File: config.mk
export PLATFORM = sky130hd
export DESIGN_NAME = brt_step
export DESIGN_NICKNAME = d
export VERILOG_FILES = /design/src/design/brt_pkg.sv /design/src/design/brt_step.sv
export SDC_FILE = /design/constraint.sdc
export NUM_CORES = 1
export LEC_CHECK = 0
export BUFFER_PORTS_ARGS = -buffer_cell sky130_fd_sc_hd__buf_2
export CAP_MARGIN = 25
export CORE_AREA = 2 2 95 97
export DETAILED_ROUTE_END_ITERATION = 10
export DIE_AREA = 0 0 97 99
export PLACE_DENSITY_LB_ADDON = 0.25
export SYNTH_ARGS = -nofsm -noshare
export SYNTH_HDL_FRONTEND = slang
export SYNTH_SLANG_ARGS = --single-unit
File: constraint.sdc
create_clock -name vclk -period 10.5
set_input_delay 0.525 -clock vclk [all_inputs]
set_output_delay 0.525 -clock vclk [all_outputs]
set_load 0.005 [all_outputs]
File: src/design/brt_pkg.sv
// brt_pkg: shared types and constants for the button press / LED ramp timer.
// No dependencies; used by the interfaces, brt_step and the top level.
`timescale 1ns / 1ps
`default_nettype none

package brt_pkg;

  localparam int CFG_IDX_W  = 3;
  localparam int CFG_DATA_W = 16;

  localparam logic [CFG_IDX_W-1:0] REG_RAMP_INTERVAL   = 3'd0;
  localparam logic [CFG_IDX_W-1:0] REG_DEBOUNCE_TICKS  = 3'd1;
  localparam logic [CFG_IDX_W-1:0] REG_HOLD_TICKS      = 3'd2;
  localparam logic [CFG_IDX_W-1:0] REG_MODE_HOLD_TICKS = 3'd3;
  localparam logic [CFG_IDX_W-1:0] REG_ON_TIME_RELOAD  = 3'd4;
  localparam logic [CFG_IDX_W-1:0] REG_FULL_DUTY       = 3'd5;

  localparam logic [1:0] MODE_WAITING   = 2'd0;
  localparam logic [1:0] MODE_RUNNING   = 2'd1;
  localparam logic [1:0] MODE_TIMERLESS = 2'd2;
  localparam logic [1:0] MODE_ALWAYS_ON = 2'd3;

  localparam logic [15:0] CNT16_MAX = 16'hFFFF;
  localparam logic [7:0]  CNT8_MAX  = 8'hFF;

  typedef struct packed {
    logic [7:0]  ramp_interval;
    logic [15:0] debounce_ticks;
    logic [15:0] hold_ticks;
    logic [15:0] mode_hold_ticks;
    logic [15:0] on_time_reload;
    logic [7:0]  full_duty;
  } cfg_t;

  typedef struct packed {
    logic        button_level;
    logic [1:0]  current_mode;
    logic        load_target;
    logic [7:0]  target_value;
    logic        restart_timer;
    logic        clear_fresh;
    logic        clear_quick;
  } item_t;

  typedef struct packed {
    logic        edge_armed;
    logic        prev_level;
    logic [15:0] stable_count;
    logic [7:0]  ramp_count;
    logic [7:0]  duty_now;
    logic [7:0]  duty_goal;
    logic        fresh_flag;
    logic        quick_flag;
    logic        long_armed;
    logic [15:0] countdown;
  } state_t;

  typedef struct packed {
    logic [7:0]  duty;
    logic        fresh_press;
    logic        quick_press;
    logic        mode_change_valid;
    logic [1:0]  new_mode;
    logic        toggle_request;
    logic [15:0] time_left;
  } result_t;

endpackage

`default_nettype wire

File: src/design/brt_step.sv
// brt_step: next-state and result logic for one tick.
// Purely combinational; depends on brt_pkg.
`timescale 1ns / 1ps
`default_nettype none

module brt_step
  import brt_pkg::*;
(
  input  cfg_t    cfg,
  input  state_t  st,
  input  item_t   item,
  output state_t  st_next,
  output result_t res
);

  logic       lvl;
  logic       fresh0, quick0, fresh1, quick1, fresh2;
  logic       armed1;
  logic       long1, long2;
  logic [7:0] goal0, goal1;
  logic [15:0] cd0, cd1;
  logic [15:0] stable1;
  logic [7:0] rc_inc, rc1;
  logic [7:0] duty1, duty2;
  logic       forced;
  logic       running;
  logic       timeout;
  logic       toggle;

  always_comb begin
    lvl    = item.button_level;
    fresh0 = item.clear_fresh ? 1'b0 : st.fresh_flag;
    quick0 = item.clear_quick ? 1'b0 : st.quick_flag;
    goal0  = item.load_target ? item.target_value : st.duty_goal;
    cd0    = item.restart_timer ? cfg.on_time_reload : st.countdown;

    // debounce and press latch
    fresh1 = fresh0;
    armed1 = st.edge_armed;
    if (st.edge_armed && !lvl) begin
      fresh1 = 1'b1;
      armed1 = 1'b0;
    end
    if (lvl == st.prev_level) begin
      stable1 = (st.stable_count != CNT16_MAX) ? st.stable_count + 16'd1 : st.stable_count;
    end else begin
      stable1 = '0;
    end
    long1 = st.long_armed;
    if (stable1 > cfg.debounce_ticks && lvl) begin
      armed1 = 1'b1;
      long1  = 1'b1;
    end

    // ramp
    rc_inc = (st.ramp_count != CNT8_MAX) ? st.ramp_count + 8'd1 : st.ramp_count;
    rc1    = rc_inc;
    duty1  = st.duty_now;
    if (rc_inc >= cfg.ramp_interval && st.duty_now != goal0) begin
      duty1 = (st.duty_now < goal0) ? st.duty_now + 8'd1 : st.duty_now - 8'd1;
      rc1   = '0;
    end

    // quick press / long hold
    fresh2 = fresh1;
    quick1 = quick0;
    forced = 1'b0;
    if (fresh1) begin
      if (lvl) begin
        quick1 = 1'b1;
        fresh2 = 1'b0;
      end else if (stable1 > cfg.hold_ticks) begin
        fresh2 = 1'b0;
        forced = (item.current_mode != MODE_ALWAYS_ON);
      end
    end
    goal1 = forced ? cfg.full_duty : goal0;
    duty2 = forced ? cfg.full_duty : duty1;

    // countdown
    running = !forced && (item.current_mode == MODE_RUNNING);
    cd1     = running ? cd0 - 16'd1 : cd0;
    timeout = running && (cd1 == '0);
    if (timeout) begin
      goal1 = '0;
    end

    // control-mode toggle
    toggle = !lvl && (stable1 > cfg.mode_hold_ticks) && long1;
    long2  = toggle ? 1'b0 : long1;
    if (toggle) begin
      quick1 = 1'b0;
    end

    st_next.edge_armed   = armed1;
    st_next.prev_level   = lvl;
    st_next.stable_count = stable1;
    st_next.ramp_count   = rc1;
    st_next.duty_now     = duty2;
    st_next.duty_goal    = goal1;
    st_next.fresh_flag   = fresh2;
    st_next.quick_flag   = quick1;
    st_next.long_armed   = long2;
    st_next.countdown    = cd1;

    res.duty              = duty2;
    res.fresh_press       = fresh2;
    res.quick_press       = quick1;
    res.mode_change_valid = forced || timeout;
    res.new_mode          = forced ? MODE_TIMERLESS : MODE_WAITING;
    res.toggle_request    = toggle;
    res.time_left         = cd1;
  end

endmodule

`default_nettype wire

==> results of run 1 <==
==> where the power goes <==
part	switching [mW]	internal [mW]	leakage (nW)
combinational	0.139	0.121	2.77
sequential	0	0	0
clock	0	0	0
total	0.139	0.121	2.77
==> final timing paths <==
check | cells after the start | slack, ns | endpoint
worst max-delay path | 20 | 4.61 | res[19]
worst min-delay path | 2 | 1.35 | st_next[59]
==> cell usage in the layout (no fill, tap or decap), drive strengths merged, types with 2 or more instances in the layout <==
cell / n
buf: 248
ha: 73
inv: 60
nor2: 54
nand2: 33
mux2i: 29
a21oi: 27
o21ai: 27
xnor2: 20
nand3: 20
xor2: 18
o21a: 17
nor3: 15
nor2b: 13
nand4: 12
a21o: 11
a31oi: 7
nand2b: 7
and3: 7
nor4: 7
nor3b: 4
and2: 4
or2: 4
mux2: 3
a221oi: 3
a211oi: 3
o41ai: 3
nor4b: 3
o22ai: 2
o211ai: 2
a2111oi: 2
a2bb2oi: 2
o21bai: 2
==> through the flow <==
stage	std cells	power, mW	util
4_1_cts	863	0.2597	0.5776
6_report	864	0.2598	0.5784
3_3_place_gp	862	0.2513	0.5762
2_1_floorplan	553	0.1680	-
3_5_place_dp	863	0.2584	0.5776
5_1_grt	864	0.2909	0.5784
==> kinds of logic (layout without fill, tap and decap cells) <==
kind of cell / count (synthesis) / count (layout)
and+or+nand+nor: 189 / 189
AOI/OAI and AO/OA: 113 / 113
buffers and inverters: 106 / 309
adders and majority gates: 74 / 74
xor gates and xnor gates: 38 / 38
muxes: 32 / 32
other: 1 / 1
==> per-layer routing <==
layer	track usage	wire length (microns)
met5	0	13
met2	0.4920	6536
met3	0.02482	760
met4	0.04659	244
met1	0.2807	5103
==> cell type report <==
type | count | area, sq um | share of cell area
Timing Repair Buffer | 249 | 1257 | 0.2542
Multi-Input combinational cell | 447 | 3328 | 0.6729
Tap cell | 108 | 135.1 | 0.02732
Inverter | 60 | 225.2 | 0.04554
==> impl_results.md, run 1 <==
* CP startpoint kind: primary input
* Synth top area share at 0.2356
* Final Max Slew Viols at 0
* Die area at 0.009603 sq mm
* Status: completed
* Hold WS at 1.349 ns
* Vias at 4608
* CP endpoint kind: primary output
* Peak VDD IR at 0.02203 mV
* Post-route DRC violation count at 0
* Final instance area at 0.004946 sq mm
* Core area at 0.008551 sq mm
* # nets final at 988
* Dpl ws at 4.593 ns
* Worst Hold Class: primary input to primary output
* XOR/XNOR Fraction of Synth Area at 0.08583
* Antenna Cells at 0
* Largest family of logic cells by synthesized area: simple AND/OR/NAND/NOR gates
* Setup CP Type: primary input to primary output
* Sequential area share after synthesis at 0
* Simple-gate area share of the yosys netlist at 0.2559
* Yosys warns at 0
* Pleak at 2.772 nW
* Die Wd at 97 microns
* Clkbuf count at 0
* Drt via density at 5.333
* GRT Total Usage at 0.2457
* Final TNS setup at 0 ns
* Multiplexer share of the synthesized area at 0.08358
* Top Ports at 247
* Setup Fix Bufs, Post-CTS at 0
* Top-count cell post-synth: ha_1
* CP delay by family, top: simple AND/OR/NAND/NOR gates
* Die Height at 99 microns
* Seq cells at 0
* Final hold viol count at 0
* Adder-cell share of the synthesized area at 0.2407
* First-pass DRT Iterations at 5
* Synth Area per Inst at 7.012 sq um
* Critical path data required time at 9.98 ns
* Number of distinct library cells after synthesis at 56
* Row cnt at 34
* Initial core utilization at 0.4535
* CP max stage cell: nor4_4
* Synthesized area at 0.003877 sq mm
* Top cells by area, synth: ha_1 (24%), mux2i_1 (7.5%), buf_4 (6.8%)
* Largest stage delay, worst path at 0.59 ns
* Maxcap violations at 0
* Final setup viols at 0
* Initial drt markers at 82
* Hold_sp: item[14]
* WP data arrival at 5.37 ns
* Layout cells sized above 1 at 0.3479
* Most common library cells after synthesis: ha_1 (73), inv_1 (60), nor2_1 (54), buf_4 (35), nand2_1 (33)
* RSZ-0062 raised after global routing: false
* Total Wirelength at 12.66 mm
* Worst Tran Pin Value at 1.037 ns
* Area grow syn2layout at 27.56%
* Register area at 0 sq um
* Final worst slack at 4.607 ns
* CTS Hold Bufs at 0
* Placed Area at 0.004938 sq mm
* Placer Congestion at 0.9023
* Cell breakdown of the critical path: buf_2, ha_1, and3_1, nor3b_1, a31oi_1, and3_1, nor2b_1, xnor2_1, nor2_1, ha_1, nand3_1, nor4_1, o21ai_0, a311oi_4, buf_4, nor4b_2, xor2_1, nor4_4, or2_1, buf_2
* Vias in the first global route at 4400
* Fillers at 850
* Synthesized instance count at 553
* Initial antenna violation count at 1
* Grt total ovfl at 0
* Max-slew headroom at 0.3062
* Yosys top cell by area: ha_1
* Crit path buf inv count at 3
* Max Fclk at 169.7 MHz
* First-pass GRT wire length at 20.09 mm
* Final min period at 5.893 ns
* Pwr dens at 52.53 mW/mm^2
* Max Fanout on Critical Path at 30
* Post-DP HPWL at 11.35 mm
* Synth Area in Compound Gates at 0.1884
* Syn Nets at 783
* ANT nets after route at 0
* IO buf count at 246
* Largest net degree at the start of global routing at 31
* CTS resizes at 0
* Worst setup path start: st[43]
* Routed len/inst at 14.65 microns
* Final worst-path cycle share at 0.5612
No activity file was read; power rests on OpenSTA's default activity.
==> run 2: changes to the inputs <==
Clock period 10.5 ns to 6 ns, I/O delays scaled along.
==> run 2 against run 1 <==
Critical path depth shrank 1; highest routed layer is now met4; utilization grew 0.26 points; combinational power grew 76%; critical path type unchanged; largest cell class unchanged; critical endpoint unchanged; global-route usage grew 0.19 points; via count grew 0.67%; count of clock-buffer cells in the layout is the same; power grew 76%; first-iteration DRC count shrank 33%.
==> impl_results.md, run 2 (same netlist as run 1, synthesis figures left out) <==
* Grt total ovfl at 0
* CP endpoint kind: primary output
* Die Height at 99 microns
* Commonest non-fill, non-tap cell in the layout: buf_2
* Row cnt at 34
* Initial core utilization at 0.4535
* Worst Tran Pin Value at 0.6670 ns
* Footprint of the multi-input gates at 0.003328 sq mm
* CTS Hold Bufs at 0
* Total Wirelength at 12.59 mm
* Peak VDD IR at 0.03785 mV
* Setup Fix Bufs, Post-CTS at 0
* Largest net degree at the start of global routing at 31
* Pleak at 2.787 nW
* Pwr dens at 92.28 mW/mm^2
* Clkbuf count at 0
* Top Ports at 247
* First-pass DRT Iterations at 4
* Routed len/inst at 14.52 microns
* Final TNS setup at 0 ns
* Placer Congestion at 0.9111
* Max Fclk at 189.5 MHz
* Max Fanout on Critical Path at 9
* Worst Hold Class: primary input to primary output
* First-pass GRT wire length at 20.38 mm
* ANT nets after route at 0
* CP startpoint kind: primary input
* IO buf count at 246
* Area grow syn2layout at 28.14%
* Core area at 0.008551 sq mm
* Fillers at 874
* Maxcap violations at 0
* Total power at 0.4585 mW
* Final hold viol count at 0
* Register area at 0 sq um
* Seq cells at 0
* Layout cells sized above 1 at 0.3505
* Setup CP Type: primary input to primary output
* GRT Total Usage at 0.2476
* Final setup viols at 0
* Die Wd at 97 microns
* # nets final at 991
* RSZ-0062 raised after global routing: false
* Vias at 4639
* Final Max Slew Viols at 0
* Post-DP HPWL at 11.40 mm
* Critical path data required time at 5.70 ns
* Vias in the first global route at 4660
* Drt via density at 5.351
* Die area at 0.009603 sq mm
* Status: completed
* WP data arrival at 4.98 ns
* Most frequent cells in the layout: buf_2 (246), ha_1 (73), inv_1 (60)
* Initial antenna violation count at 0
* Antenna Cells at 0
* Final worst-path cycle share at 0.8794
* Initial drt markers at 55
* Max-slew headroom at 0.5544
* CTS resizes at 0
* Post-route DRC violation count at 0
* Final min period at 5.276 ns
[run 2: changes by cell type in the layout (fill, tap and decap cells not counted), sizes merged]
cell	before	now
buf	248	251
[run 2: through the flow]
| stage | setup slack, ns | instances | hold WS, ns | utilization | area [sq um] |
|---|---|---|---|---|---|
| floorplan | 1.598 | 553 | 0.6808 | - | 3877 |
| global placement | 0.9298 | 865 | 0.9037 | 0.5789 | 4950 |
| detailed placement | 0.7156 | 866 | 0.9033 | 0.5802 | 4961 |
| CTS | 0.7171 | 866 | 0.9047 | 0.5802 | 4961 |
| global route | 0.1285 | 867 | 0.9075 | 0.5811 | 4969 |
| finish | 0.7236 | 867 | 0.8998 | 0.5811 | 4969 |
[run 2: final timing paths]
path	end	start	slack, ns	cells after the start
hold / removal	st_next[59]	item[14]	0.90	2
setup / recovery	res[19]	st[43]	0.72	19
[run 2: layout make-up]
type | count | area share
Inverter | 60 | 0.04533
Multi-Input combinational cell | 447 | 0.6699
Tap cell | 108 | 0.02720
Timing Repair Buffer | 252 | 0.2576
[run 2: critical path: stages]
cell      delay [ns]
buf_2           0.11
ha_1            0.19
and3_1          0.22
nor3b_1         0.58
a31oi_1         0.27
and3_1          0.28
nor2b_1         0.15
xnor2_1         0.12
nor2_1          0.25
ha_1            0.20
nand3_1         0.12
nor4_1          0.35
o21ai_0         0.25
a311oi_4        0.41
nor4b_2         0.10
xor2_1          0.20
nor4_4          0.59
or2_1           0.17
buf_2           0.10
[run 2: metal layers]
| metal | up-vias | GRT usage | wire length, microns |
|---|---|---|---|
| met5 | - | 0 | 0 |
| met4 | 0 | 0.07367 | 421 |
| met3 | 30 | 0.03546 | 870 |
| met2 | 184 | 0.4995 | 6466 |
| met1 | 2088 | 0.2632 | 4832 |
| li1 | 2337 | - | - |
[run 2: report_power, final]
| group | internal, mW | leakage [nW] | total [mW] | switching (mW) |
|---|---|---|---|---|
| Combinational | 0.214 | 2.79 | 0.458 | 0.244 |
| Clock | 0 | 0 | 0 | 0 |
| Sequential | 0 | 0 | 0 | 0 |
